$ cat src/rtl/core/gnll_pkg.sv
`timescale 1ns / 1ps
`default_nettype none
// ----------------------------------------------------------------------------
// gnll_pkg
// Shared types, codes and helper functions of the Gaussian NLL gradient block.
// ----------------------------------------------------------------------------
package gnll_pkg;

    localparam int Q_W       = 32;
    localparam int WIDE_W    = 64;
    localparam int CFG_IDX_W = 2;
    localparam int CFG_DAT_W = 31;
    localparam int CNT_W     = 16;
    localparam int IDX_W     = 12;

    localparam logic [CFG_IDX_W-1:0] CFG_WITH_TARGET = 2'd0;
    localparam logic [CFG_IDX_W-1:0] CFG_ITEM_COUNT  = 2'd1;
    localparam logic [CFG_IDX_W-1:0] CFG_CLIP_LIMIT  = 2'd2;

    // Steps of the shared multiply-divide unit.
    typedef enum logic [3:0] {
        ST_H1, ST_H2, ST_GM, ST_SS, ST_DD, ST_G1, ST_G2, ST_G3, ST_GS,
        ST_KM, ST_KR, ST_KS, ST_CM, ST_CS
    } step_t;

    typedef enum logic [2:0] {
        C_IDLE, C_DECODE, C_ISSUE, C_WAIT, C_STORE, C_RDATA, C_OUT
    } ctrl_state_t;

    typedef enum logic [1:0] {
        MD_IDLE, MD_MUL, MD_CHECK, MD_DIV
    } md_phase_t;

    typedef struct packed {
        logic  capture;
        logic  load_init;
        logic  read_begin;
        step_t step;
        logic  md_start;
        logic  md_capture;
        logic  store;
        logic  read_data;
        logic  out_load;
    } dp_cmd_t;

    typedef struct packed {
        logic op;
        logic with_target;
        logic full;
        logic oor;
        logic clip_active;
        logic md_done;
        logic out_free;
    } dp_status_t;

    function automatic step_t next_step(step_t s);
        step_t n;
        n = ST_H1;
        unique case (s)
            ST_H1:   n = ST_H2;
            ST_H2:   n = ST_GM;
            ST_GM:   n = ST_SS;
            ST_SS:   n = ST_DD;
            ST_DD:   n = ST_G1;
            ST_G1:   n = ST_G2;
            ST_G2:   n = ST_G3;
            ST_G3:   n = ST_GS;
            ST_KM:   n = ST_KR;
            ST_KR:   n = ST_KS;
            ST_CM:   n = ST_CS;
            default: n = ST_H1;
        endcase
        return n;
    endfunction

    function automatic logic step_is_last(step_t s);
        return (s == ST_GS) || (s == ST_KS) || (s == ST_CS);
    endfunction

    function automatic logic step_mul_only(step_t s);
        return (s == ST_SS) || (s == ST_DD);
    endfunction

    // Signed saturation of a sign and magnitude pair to 32 bits.
    function automatic logic [Q_W-1:0] sat32(logic neg, logic [WIDE_W-1:0] mag);
        logic [Q_W-1:0] r;
        if (neg) begin
            if (mag >= 64'h0000_0000_8000_0000) begin
                r = 32'h8000_0000;
            end else begin
                r = ~mag[Q_W-1:0] + 32'd1;
            end
        end else begin
            if (mag > 64'h0000_0000_7FFF_FFFF) begin
                r = 32'h7FFF_FFFF;
            end else begin
                r = mag[Q_W-1:0];
            end
        end
        return r;
    endfunction

    function automatic logic [Q_W-1:0] abs32(logic [Q_W-1:0] v);
        return v[Q_W-1] ? (~v + 32'd1) : v;
    endfunction

endpackage
`default_nettype wire

$ cat src/rtl/core/gnll_ctrl.sv
`timescale 1ns / 1ps
`default_nettype none
// ----------------------------------------------------------------------------
// gnll_ctrl
// Sequencer: takes a request, walks the multiply-divide steps of the selected
// mode, then stores a load's result or hands a read's to the output register.
// ----------------------------------------------------------------------------
module gnll_ctrl (
    input  wire logic                 clk,
    input  wire logic                 rst_n,
    input  wire logic                 in_valid,
    output logic                      in_ready,
    input  wire gnll_pkg::dp_status_t status,
    output gnll_pkg::dp_cmd_t         cmd
);
    import gnll_pkg::*;

    ctrl_state_t state_reg, state_next;
    step_t       step_reg, step_next;

    always_comb
    begin
        state_next = state_reg;
        step_next  = step_reg;
        unique case (state_reg)
            C_IDLE:
            begin
                if (in_valid) state_next = C_DECODE;
            end
            C_DECODE:
            begin
                if (status.op) begin
                    state_next = status.oor ? C_OUT : C_RDATA;
                end else if (status.full) begin
                    state_next = C_IDLE;
                end else begin
                    state_next = C_ISSUE;
                    step_next  = status.with_target ? ST_H1 : ST_KM;
                end
            end
            C_ISSUE: state_next = C_WAIT;
            C_WAIT:
            begin
                if (status.md_done) begin
                    if (step_is_last(step_reg)) begin
                        state_next = status.op ? C_OUT : C_STORE;
                    end else begin
                        state_next = C_ISSUE;
                        step_next  = next_step(step_reg);
                    end
                end
            end
            C_STORE: state_next = C_IDLE;
            C_RDATA:
            begin
                if (status.clip_active) begin
                    state_next = C_ISSUE;
                    step_next  = ST_CM;
                end else begin
                    state_next = C_OUT;
                end
            end
            C_OUT:
            begin
                if (status.out_free) state_next = C_IDLE;
            end
            default: state_next = C_IDLE;
        endcase
    end

    always_comb
    begin
        cmd      = '0;
        cmd.step = step_reg;
        in_ready = 1'b0;
        unique case (state_reg)
            C_IDLE:
            begin
                in_ready    = 1'b1;
                cmd.capture = in_valid;
            end
            C_DECODE:
            begin
                cmd.load_init  = !status.op;
                cmd.read_begin = status.op;
            end
            C_ISSUE:  cmd.md_start   = 1'b1;
            C_WAIT:   cmd.md_capture = status.md_done;
            C_STORE:  cmd.store      = 1'b1;
            C_RDATA:  cmd.read_data  = 1'b1;
            C_OUT:    cmd.out_load   = status.out_free;
            default:  in_ready       = 1'b0;
        endcase
    end

    always_ff @(posedge clk or negedge rst_n)
    begin
        if (!rst_n) begin
            state_reg <= C_IDLE;
            step_reg  <= ST_H1;
        end else begin
            state_reg <= state_next;
            step_reg  <= step_next;
        end
    end

endmodule
`default_nettype wire

$ cat config.mk
export PLATFORM = sky130hd
export DESIGN_NAME = gnll_ctrl
export DESIGN_NICKNAME = d
export VERILOG_FILES = /design/src/rtl/core/gnll_pkg.sv /design/src/rtl/core/gnll_ctrl.sv
export SDC_FILE = /design/constraint.sdc
export NUM_CORES = 1
export LEC_CHECK = 0
export ABC_AREA = 1
export CORE_UTILIZATION = 53
export CTS_CLUSTER_DIAMETER = 100
export DETAILED_ROUTE_END_ITERATION = 8
export DONT_BUFFER_PORTS = 1
export PLACE_DENSITY_LB_ADDON = 0.3
export REMOVE_ABC_BUFFERS = 1
export SLEW_MARGIN = 20
export SYNTH_ARGS = -nofsm -noshare
export SYNTH_HDL_FRONTEND = slang
export SYNTH_SLANG_ARGS = --single-unit
$ cat constraint.sdc
create_clock -name clk -period 2.5 [get_ports clk]
set_input_delay 0.5 -clock clk [delete_from_list [all_inputs] [get_ports clk]]
set_output_delay 0.5 -clock clk [all_outputs]
set_load 0.01 [all_outputs]
* Word-level counts from Yosys, hierarchy flattened
Memory sizes are Yosys's and may differ from the RTL's.
Index checks and enable logic that the tools add are counted.
** Word-level totals
- Flip-flop bits (word level) :: 7
- Bits in read-only memories :: 64
- Input bits :: 10
- Output and inout bits :: 13
- Logic and storage cells :: 51
- Memories kept :: 1
** Operators by class
- Eq/ne operators :: 16
- Muxes and demuxes :: 25
- Reduce and logical (&&, ||, !) cells :: 7
** Memory list
- (no name shown) :: depth 16, bits a word 4, rd ports 1, clocked after Yosys merged registers in 0, wr ports 0, line gnll_pkg.sv:59 : unique case (s)
** Operators with widths (number)
- two-way mux 4 bit :: 6
- two-way mux 3 bit :: 6
- case mux 3 bit (6 select lines) :: 1
- != test 2 bit (second input constant) :: 7
- equality test 4 bit (second input constant) :: 3
- case mux 4 bit (3 select lines) :: 1
- equality test 3 bit (second input constant) :: 3
- two-way mux 2 bit :: 4
- two-way mux 1 bit :: 7
- equality test 3 x 2 -> 1 bit (second input constant) :: 2
- AND reduction 6 bit :: 1
- equality test 3 x 1 -> 1 bit (second input constant) :: 1
- zero test 3 bit :: 1
- AND reduction 3 bit :: 1
- nonzero test 3 bit :: 1
- logical OR 1 bit :: 2
- zero test 1 bit :: 1

* Logic depth before layout (Yosys ltp)
Gate-level depths: netlist of run 1.
- Depth after elaboration :: 6
- Mapped depth :: 10
- Mapped depth without buffers :: 10

* Worst setup path after synthesis of run 1
Ideal clock, no wire load.
- Kind :: register to output
- Start :: register state_reg[1]
- End :: output port cmd[0] (netlist bit)
- Arrival time :: 973 ps
- Required time :: 2000 ps
- Setup slack :: 1027 ps
- Cell stages (with the launch flop) :: 4
- Path buffers :: 1
- Cells stage by stage :: dfrtp_1 > buf_6 > inv_2 > nor4_1
** RTL lines
- start: declaration :: line gnll_ctrl.sv:18 : ctrl_state_t state_reg, state_next;
- start signal: assignment :: line gnll_ctrl.sv:102 : state_reg <= state_next;
- end: declaration :: line gnll_ctrl.sv:14 : output gnll_pkg::dp_cmd_t cmd

==> impl_metrics.json, run 1 <==
{
  "crit_path_cell_trace": "inv_2 -> nor4_1",
  "worst_slew_margin_rel": 0.637,
  "route.antenna.remaining_nets": 0,
  "post_cts.repair.setup_buffers": 0,
  "synth_cell_type_count": 25,
  "start_util": 0.600,
  "hold_buffers": 1,
  "layout.nets": 140,
  "grt_antenna_before_repair": 0,
  "postCtsResizedCells": 0,
  "finish.cell_count_without_fillers": 139,
  "cts_max_level": 1,
  "max_cap_viol_count": 0,
  "layout-drive-gt1-share": 0.177,
  "critical_path.slowest_cell": "dfrtp_1",
  "cts_root_buf": "clkbuf_4",
  "hp-class": "primary input to flip-flop",
  "numCtsBuffers": 3,
  "detail_route.wl_per_cell_um": 10.8,
  "post_syn_instances": 123,
  "whs_path_depth": 3,
  "ys_ff_latch": 7,
  "drt-pass1-iter-count": 2,
  "wirelength_mm": 1.50,
  "sequential_to_total_area_share_from_yosys_stat": 0.211,
  "hpwl_mm": 1.24,
  "cp-start-kind": "flip-flop",
  "fin_setup_tns_ns": 0,
  "yosys-top-cells-area": "dfrtp_1, nand2_1, inv_1",
  "synth-edff-count": 0,
  "vdd.ir_drop.worst_mv": 0.617,
  "grt_max_degree": 11,
  "worstPathRequired_ns": 2.00,
  "largest_register_ffs": 4,
  "buffer_ports.inserted": 0,
  "cts_buffer_depth": 2,
  "clock.fmax_mhz": 494,
  "synth_async_sr_flop_share": 1.00,
  "worstPathMaxFanout": 9,
  "avgViaCountPerCell": 5.13,
  "wire_length_of_the_first_global_routing_pass_mm": 2.76,
  "yosys.area.top_type": "dfrtp_1",
  "maxSlewViolCount": 0,
  "drt_first_iter_violations": 4,
  "min_period_over_period": 0.809,
  "synthMostInstantiatedCell": "nand2_1",
  "gp_routability_congestion": 0.842,
  "skew_ns": 0.00151,
  "die_width_um": 41.6,
  "critical_path_cell_count": 2,
  "worst_setup_hold_path_clk_slew_ns": 0.05,
  "dr_total_vias": 713,
  "placed_cells": 134,
  "yosysWarnings": 0,
  "rsz0062_at_grt": "false",
  "coreArea_um2": 1380,
  "clock_tree_from_tritoncts": "built",
  "status": "complete, no violations",
  "grtUsageTotal": 0.203,
  "syn_area_per_cell_um2": 6.74,
  "critical_path.max_stage_delay_ns": 0.61,
  "clkLatencyLatePin_ns": 0.24,
  "layout_min_cycle_time_ns": 2.02,
  "timing.setup.critical_path_class": "flip-flop to primary output",
  "cp.arrival_ns": 1.52,
  "post-route-drc-count": 0,
  "worst_slew_pin_slew_ns": 0.539,
  "crit_buf_inv": 1,
  "synth_top_area_frac": 0.211,
  "die_height_um": 41.6,
  "critPathCaptureType": "primary output",
  "finalSetupViolations": 0,
  "boundaryPins": 23,
  "grt-ovfl-total": 0,
  "synth_flop_cell": "dfrtp_1",
  "cts_num_sinks": 7,
  "r2r.worst_path.cells": 10,
  "netlist_area_pre_place_um2": 830,
  "first_global_vias": 675,
  "design.die.area_um2": 1730,
  "row_count": 13,
  "diodes": 0,
  "power_dens_cells_nw_per_um2": 1310,
  "p_leak_nw": 0.497,
  "synth.cells.most_frequent": "nand2_1, inv_1, nand3_1, nor2_1, dfrtp_1",
  "path_delay_family": "flip-flops",
  "final-hold-violation-count": 0,
  "syn2layout_area_growth_pct": 1.96
}
[per-stage QoR]
stage	util	worst slack, ns	power, mW	cell area [µm²]	hold WS (ns)
finish	0.612	0.477	1.11	846	0.483
global route	0.612	0.368	1.25	846	0.481
floorplan	-	0.875	0.883	791	0.204
detailed placement	0.586	0.758	1.00	810	0.205
CTS	0.612	0.458	1.12	846	0.476
global placement	0.586	0.811	0.992	810	0.205
[cell usage in the layout (no fill, tap or decap), types with 2 or more instances in the layout]
cell type  netlist  routed
ha_1             5       5
nor2_4           2       2
inv_1           19      19
a21oi_2          3       3
o21ai_0          3       3
a21oi_1          2       2
clkbuf_4         0       3
nand3_1         11      11
inv_2            2       2
nor2_1          11      11
dfrtp_1          7       7
nand2_1         37      37
nand2_2          2       2
nor4_1           2       2
nand2_4          4       4
[where the power goes]
part / switching, mW / total, mW / internal (mW)
registers: 0.160 / 0.325 / 0.165
clock network: 0.0373 / 0.0979 / 0.0606
logic: 0.441 / 0.684 / 0.243
total: 0.638 / 1.11 / 0.469
[layout make-up]
class / count / area (µm²)
repair buffers: 1 / 10.0
fillers: 129 / 537
clock buffers: 4 / 26.3
multi-input cells: 90 / 531
well taps: 15 / 18.8
flip-flops and latches: 7 / 175
inverters: 22 / 85.1
[cells by family after synthesis]
| logic type | after synthesis | synth area share |
|---|---|---|
| simple gates | 77 | 0.502 |
| buf+inv | 26 | 0.149 |
| compound gates | 8 | 0.0618 |
| flops | 7 | 0.211 |
| fa+ha+maj | 5 | 0.0754 |
[routing by layer]
layer  share of wire  track usage  wire [µm]
met2            0.49        0.338        737
met4               0       0.0968          0
met3           0.015       0.0304         23
met1            0.49        0.255        734
met5               0            0          0
[worst reg2reg max path: cells and delay by family, from the launching register on]
family	cells	cell delay (ns)
DFF	1	0.48
adders and majority gates	1	0.25
and+or+nand+nor	7	0.53
buffers and inverters	2	0.18
[worst paths after layout]
path | from | end | slack, ns
max | state_reg[1]$_DFFE_PN0P_ | cmd[0] | 0.48
min | status[1] | state_reg[0]$_DFFE_PN0P_ | 0.48
max reg2reg | step_reg[0]$_DFFE_PN0P_ | step_reg[1]$_DFFE_PN0P_ | 0.95
min reg2reg | step_reg[3]$_DFFE_PN0P_ | step_reg[3]$_DFFE_PN0P_ | 0.63
max in group asynchronous | rst_n | step_reg[2]$_DFFE_PN0P_ | 1.71
min in group asynchronous | rst_n | state_reg[1]$_DFFE_PN0P_ | 0.57
Note: power is estimated with default switching activity, not from simulation.
==> inputs of run 2 (changes only) <==
--- a/config.mk
+++ b/config.mk
@@ -5,7 +5,7 @@
 export SDC_FILE = /design/constraint.sdc
 export NUM_CORES = 1
 export LEC_CHECK = 0
-export ABC_AREA = 1
+export ABC_AREA = 0
 export CORE_UTILIZATION = 53
 export CTS_CLUSTER_DIAMETER = 100
 export DETAILED_ROUTE_END_ITERATION = 8
==> constraint.sdc (replaced) <==
create_clock -name clk -period 1.7 [get_ports clk]
set_input_delay 0.34 -clock clk [delete_from_list [all_inputs] [get_ports clk]]
set_output_delay 0.34 -clock clk [all_outputs]
set_load 0.01 [all_outputs]
==> run 2 against run 1 <==
Compared with the run above:
- hold slack lost 0.15 ns
- clock skew is essentially flat
- sequential power grew 23%
- die area shrank 9.3%
- utilization grew 6.0 points
- total power grew 56%
- design area grew 3.4%
- sequential cell count is the same
- first-iteration DRC count grew to 3.8 times the previous value
- area after synthesis shrank 9.8%
==> impl_metrics.json, run 2 <==
{
  "largest_register_ffs": 4,
  "design.die.area_um2": 1570,
  "worst_slew_margin_rel": 0.747,
  "min_period_over_period": 0.960,
  "cts_root_buf": "clkbuf_4",
  "vdd.ir_drop.worst_mv": 1.09,
  "synth-edff-count": 0,
  "synth_cell_type_count": 34,
  "rsz0062_at_grt": "false",
  "hp-class": "primary input to flip-flop",
  "drt-pass1-iter-count": 4,
  "buffer_ports.inserted": 0,
  "combPwrFrac": 0.677,
  "diodes": 0,
  "share_of_power_burned_in_the_clock_network": 0.091,
  "grtUsageTotal": 0.232,
  "boundaryPins": 23,
  "critPathCaptureType": "primary output",
  "cts_buffer_depth": 2,
  "syn2layout_area_growth_pct": 16.9,
  "die_width_um": 39.6,
  "layout-drive-gt1-share": 0.312,
  "avgViaCountPerCell": 6.06,
  "layout.cells.most_common_list": "buf_4, mux2i_1, inv_1, a21oi_1",
  "drt_first_iter_violations": 15,
  "yosysWarnings": 0,
  "post-route-cell-area_um2": 875,
  "final-hold-violation-count": 0,
  "sw_frac_of_total": 0.457,
  "clkLatencyLatePin_ns": 0.26,
  "post-route-drc-count": 0,
  "grt_antenna_before_repair": 0,
  "cts_num_sinks": 7,
  "fin_setup_tns_ns": 0,
  "detail_route.wl_per_cell_um": 15.4,
  "internal_power_mw": 0.936,
  "worst_setup_hold_path_clk_slew_ns": 0.06,
  "p_seq_frac": 0.232,
  "skew_ns": 0.00173,
  "yosys.area.top_type": "dfrtp_1",
  "net-switching-power_mw": 0.787,
  "start_util": 0.575,
  "numCtsBuffers": 3,
  "finalSetupViolations": 0,
  "netlist_area_pre_place_um2": 748,
  "yosys-top-cells-area": "dfrtp_1, mux2i_1, ha_1",
  "synth_top_area_frac": 0.234,
  "clock.fmax_mhz": 613,
  "coreArea_um2": 1300,
  "clock_tree_from_tritoncts": "built",
  "die_height_um": 39.6,
  "grt-ovfl-total": 0,
  "max_cap_viol_count": 0,
  "worstPathMaxFanout": 7,
  "sequential_to_total_area_share_from_yosys_stat": 0.234,
  "ys_ff_latch": 7,
  "layout_min_cycle_time_ns": 1.63,
  "final_common_cell": "buf_4",
  "grt_max_degree": 11,
  "synth.cells.most_frequent": "mux2i_1, dfrtp_1",
  "power_dens_cells_nw_per_um2": 1970,
  "p_leak_nw": 0.396,
  "synthMostInstantiatedCell": "mux2i_1",
  "cts_max_level": 1,
  "wire_length_of_the_first_global_routing_pass_mm": 2.38,
  "placement.cell_area_um2": 803,
  "cp.arrival_ns": 1.29,
  "cp-start-kind": "flip-flop",
  "route.antenna.remaining_nets": 0,
  "timing.setup.critical_path_class": "flip-flop to primary output",
  "worst_slew_pin_slew_ns": 0.378,
  "synth_flop_cell": "dfrtp_1",
  "worstPathRequired_ns": 1.36,
  "post_syn_instances": 82,
  "first_global_vias": 539,
  "row_count": 13,
  "synth_async_sr_flop_share": 1.00,
  "dr_total_vias": 655,
  "status": "complete, no violations",
  "gp_routability_congestion": 0.927,
  "wirelength_mm": 1.67,
  "layout.nets": 109,
  "maxSlewViolCount": 0,
  "hpwl_mm": 1.22,
  "syn_area_per_cell_um2": 9.12
}
## run 2: final timing paths
path                                     startpoint                       end  slack, ns  depth (start not counted)
max                        state_reg[1]$_DFFE_PN0P_                    cmd[9]       0.07                          3
min                                        in_valid  state_reg[0]$_DFFE_PN0P_       0.33                          2
max reg2reg                 step_reg[0]$_DFFE_PN0P_  state_reg[2]$_DFFE_PN0P_       0.12                          6
min reg2reg                 step_reg[2]$_DFFE_PN0P_   step_reg[2]$_DFFE_PN0P_       0.60                          2
max in group asynchronous                     rst_n  state_reg[1]$_DFFE_PN0P_       1.02                          1
min in group asynchronous                     rst_n   step_reg[2]$_DFFE_PN0P_       0.41                          1
## run 2: power by group through the flow
| stage | Clock (mW) | Combinational, mW | Sequential (mW) |
|---|---|---|---|
| after global routing | 0.171 | 1.28 | 0.413 |
| after detailed placement | 0 | 1.07 | 0.397 |
| after global placement | 0 | 1.04 | 0.388 |
| after floorplan | 0 | 0.674 | 0.452 |
| after CTS | 0.163 | 1.09 | 0.400 |
| final | 0.158 | 1.17 | 0.399 |
## run 2: layout make-up
type                            instances  area [µm²]
Fill cell                             109         427
Tap cell                               15        18.8
Inverter                                5        18.8
Sequential cell                         7         179
Multi-Input combinational cell         64         532
Clock buffer                            4        26.3
Timing Repair Buffer                   13         100
## run 2: logic make-up (layout without fill, tap and decap cells)
family          after synthesis  after routing  synth area share
compound gates               18             18             0.187
mux                           9              9             0.122
flops                         7              7             0.234
simple gates                 32             32             0.296
buf+inv                      11             22            0.0769
fa+ha+maj                     5              5            0.0836
## run 2: worst max-delay path, cell delays in order (launching register included)
cell and delay [ns]:
dfrtp_2 0.44, or2b_4 0.30, nor3b_2 0.16, buf_4 0.14
## run 2: through the flow
step / setup slack (ns) / utilization / instances / total power, mW / hold slack (ns)
final: 0.0679 / 0.672 / 108 / 1.72 / 0.331
after global routing: 0.0124 / 0.672 / 108 / 1.86 / 0.336
after CTS: 0.00878 / 0.651 / 106 / 1.66 / 0.333
after detailed placement: 0.0720 / 0.617 / 101 / 1.47 / 0.0446
after global placement: 0.132 / 0.617 / 101 / 1.43 / 0.0446
after floorplan: 0.0403 / - / 76 / 1.13 / 0.0444
## run 2: metal layers
layer / wire (µm) / vias to the layer above / GRT usage
li1: - / 319 / -
met1: 752 / 311 / 0.302
met2: 799 / 23 / 0.365
met3: 95 / 2 / 0.0398
met4: 19 / 0 / 0.112
met5: 0 / - / 0
## run 2: what timing repair did
action,in CTS,in global routing
pin swaps,0,0
endpoints found under the hold margin,7,0
setup endpoints to repair,3,5
gates resized for setup,4,3
hold buffers,1,0
setup buffers,0,2
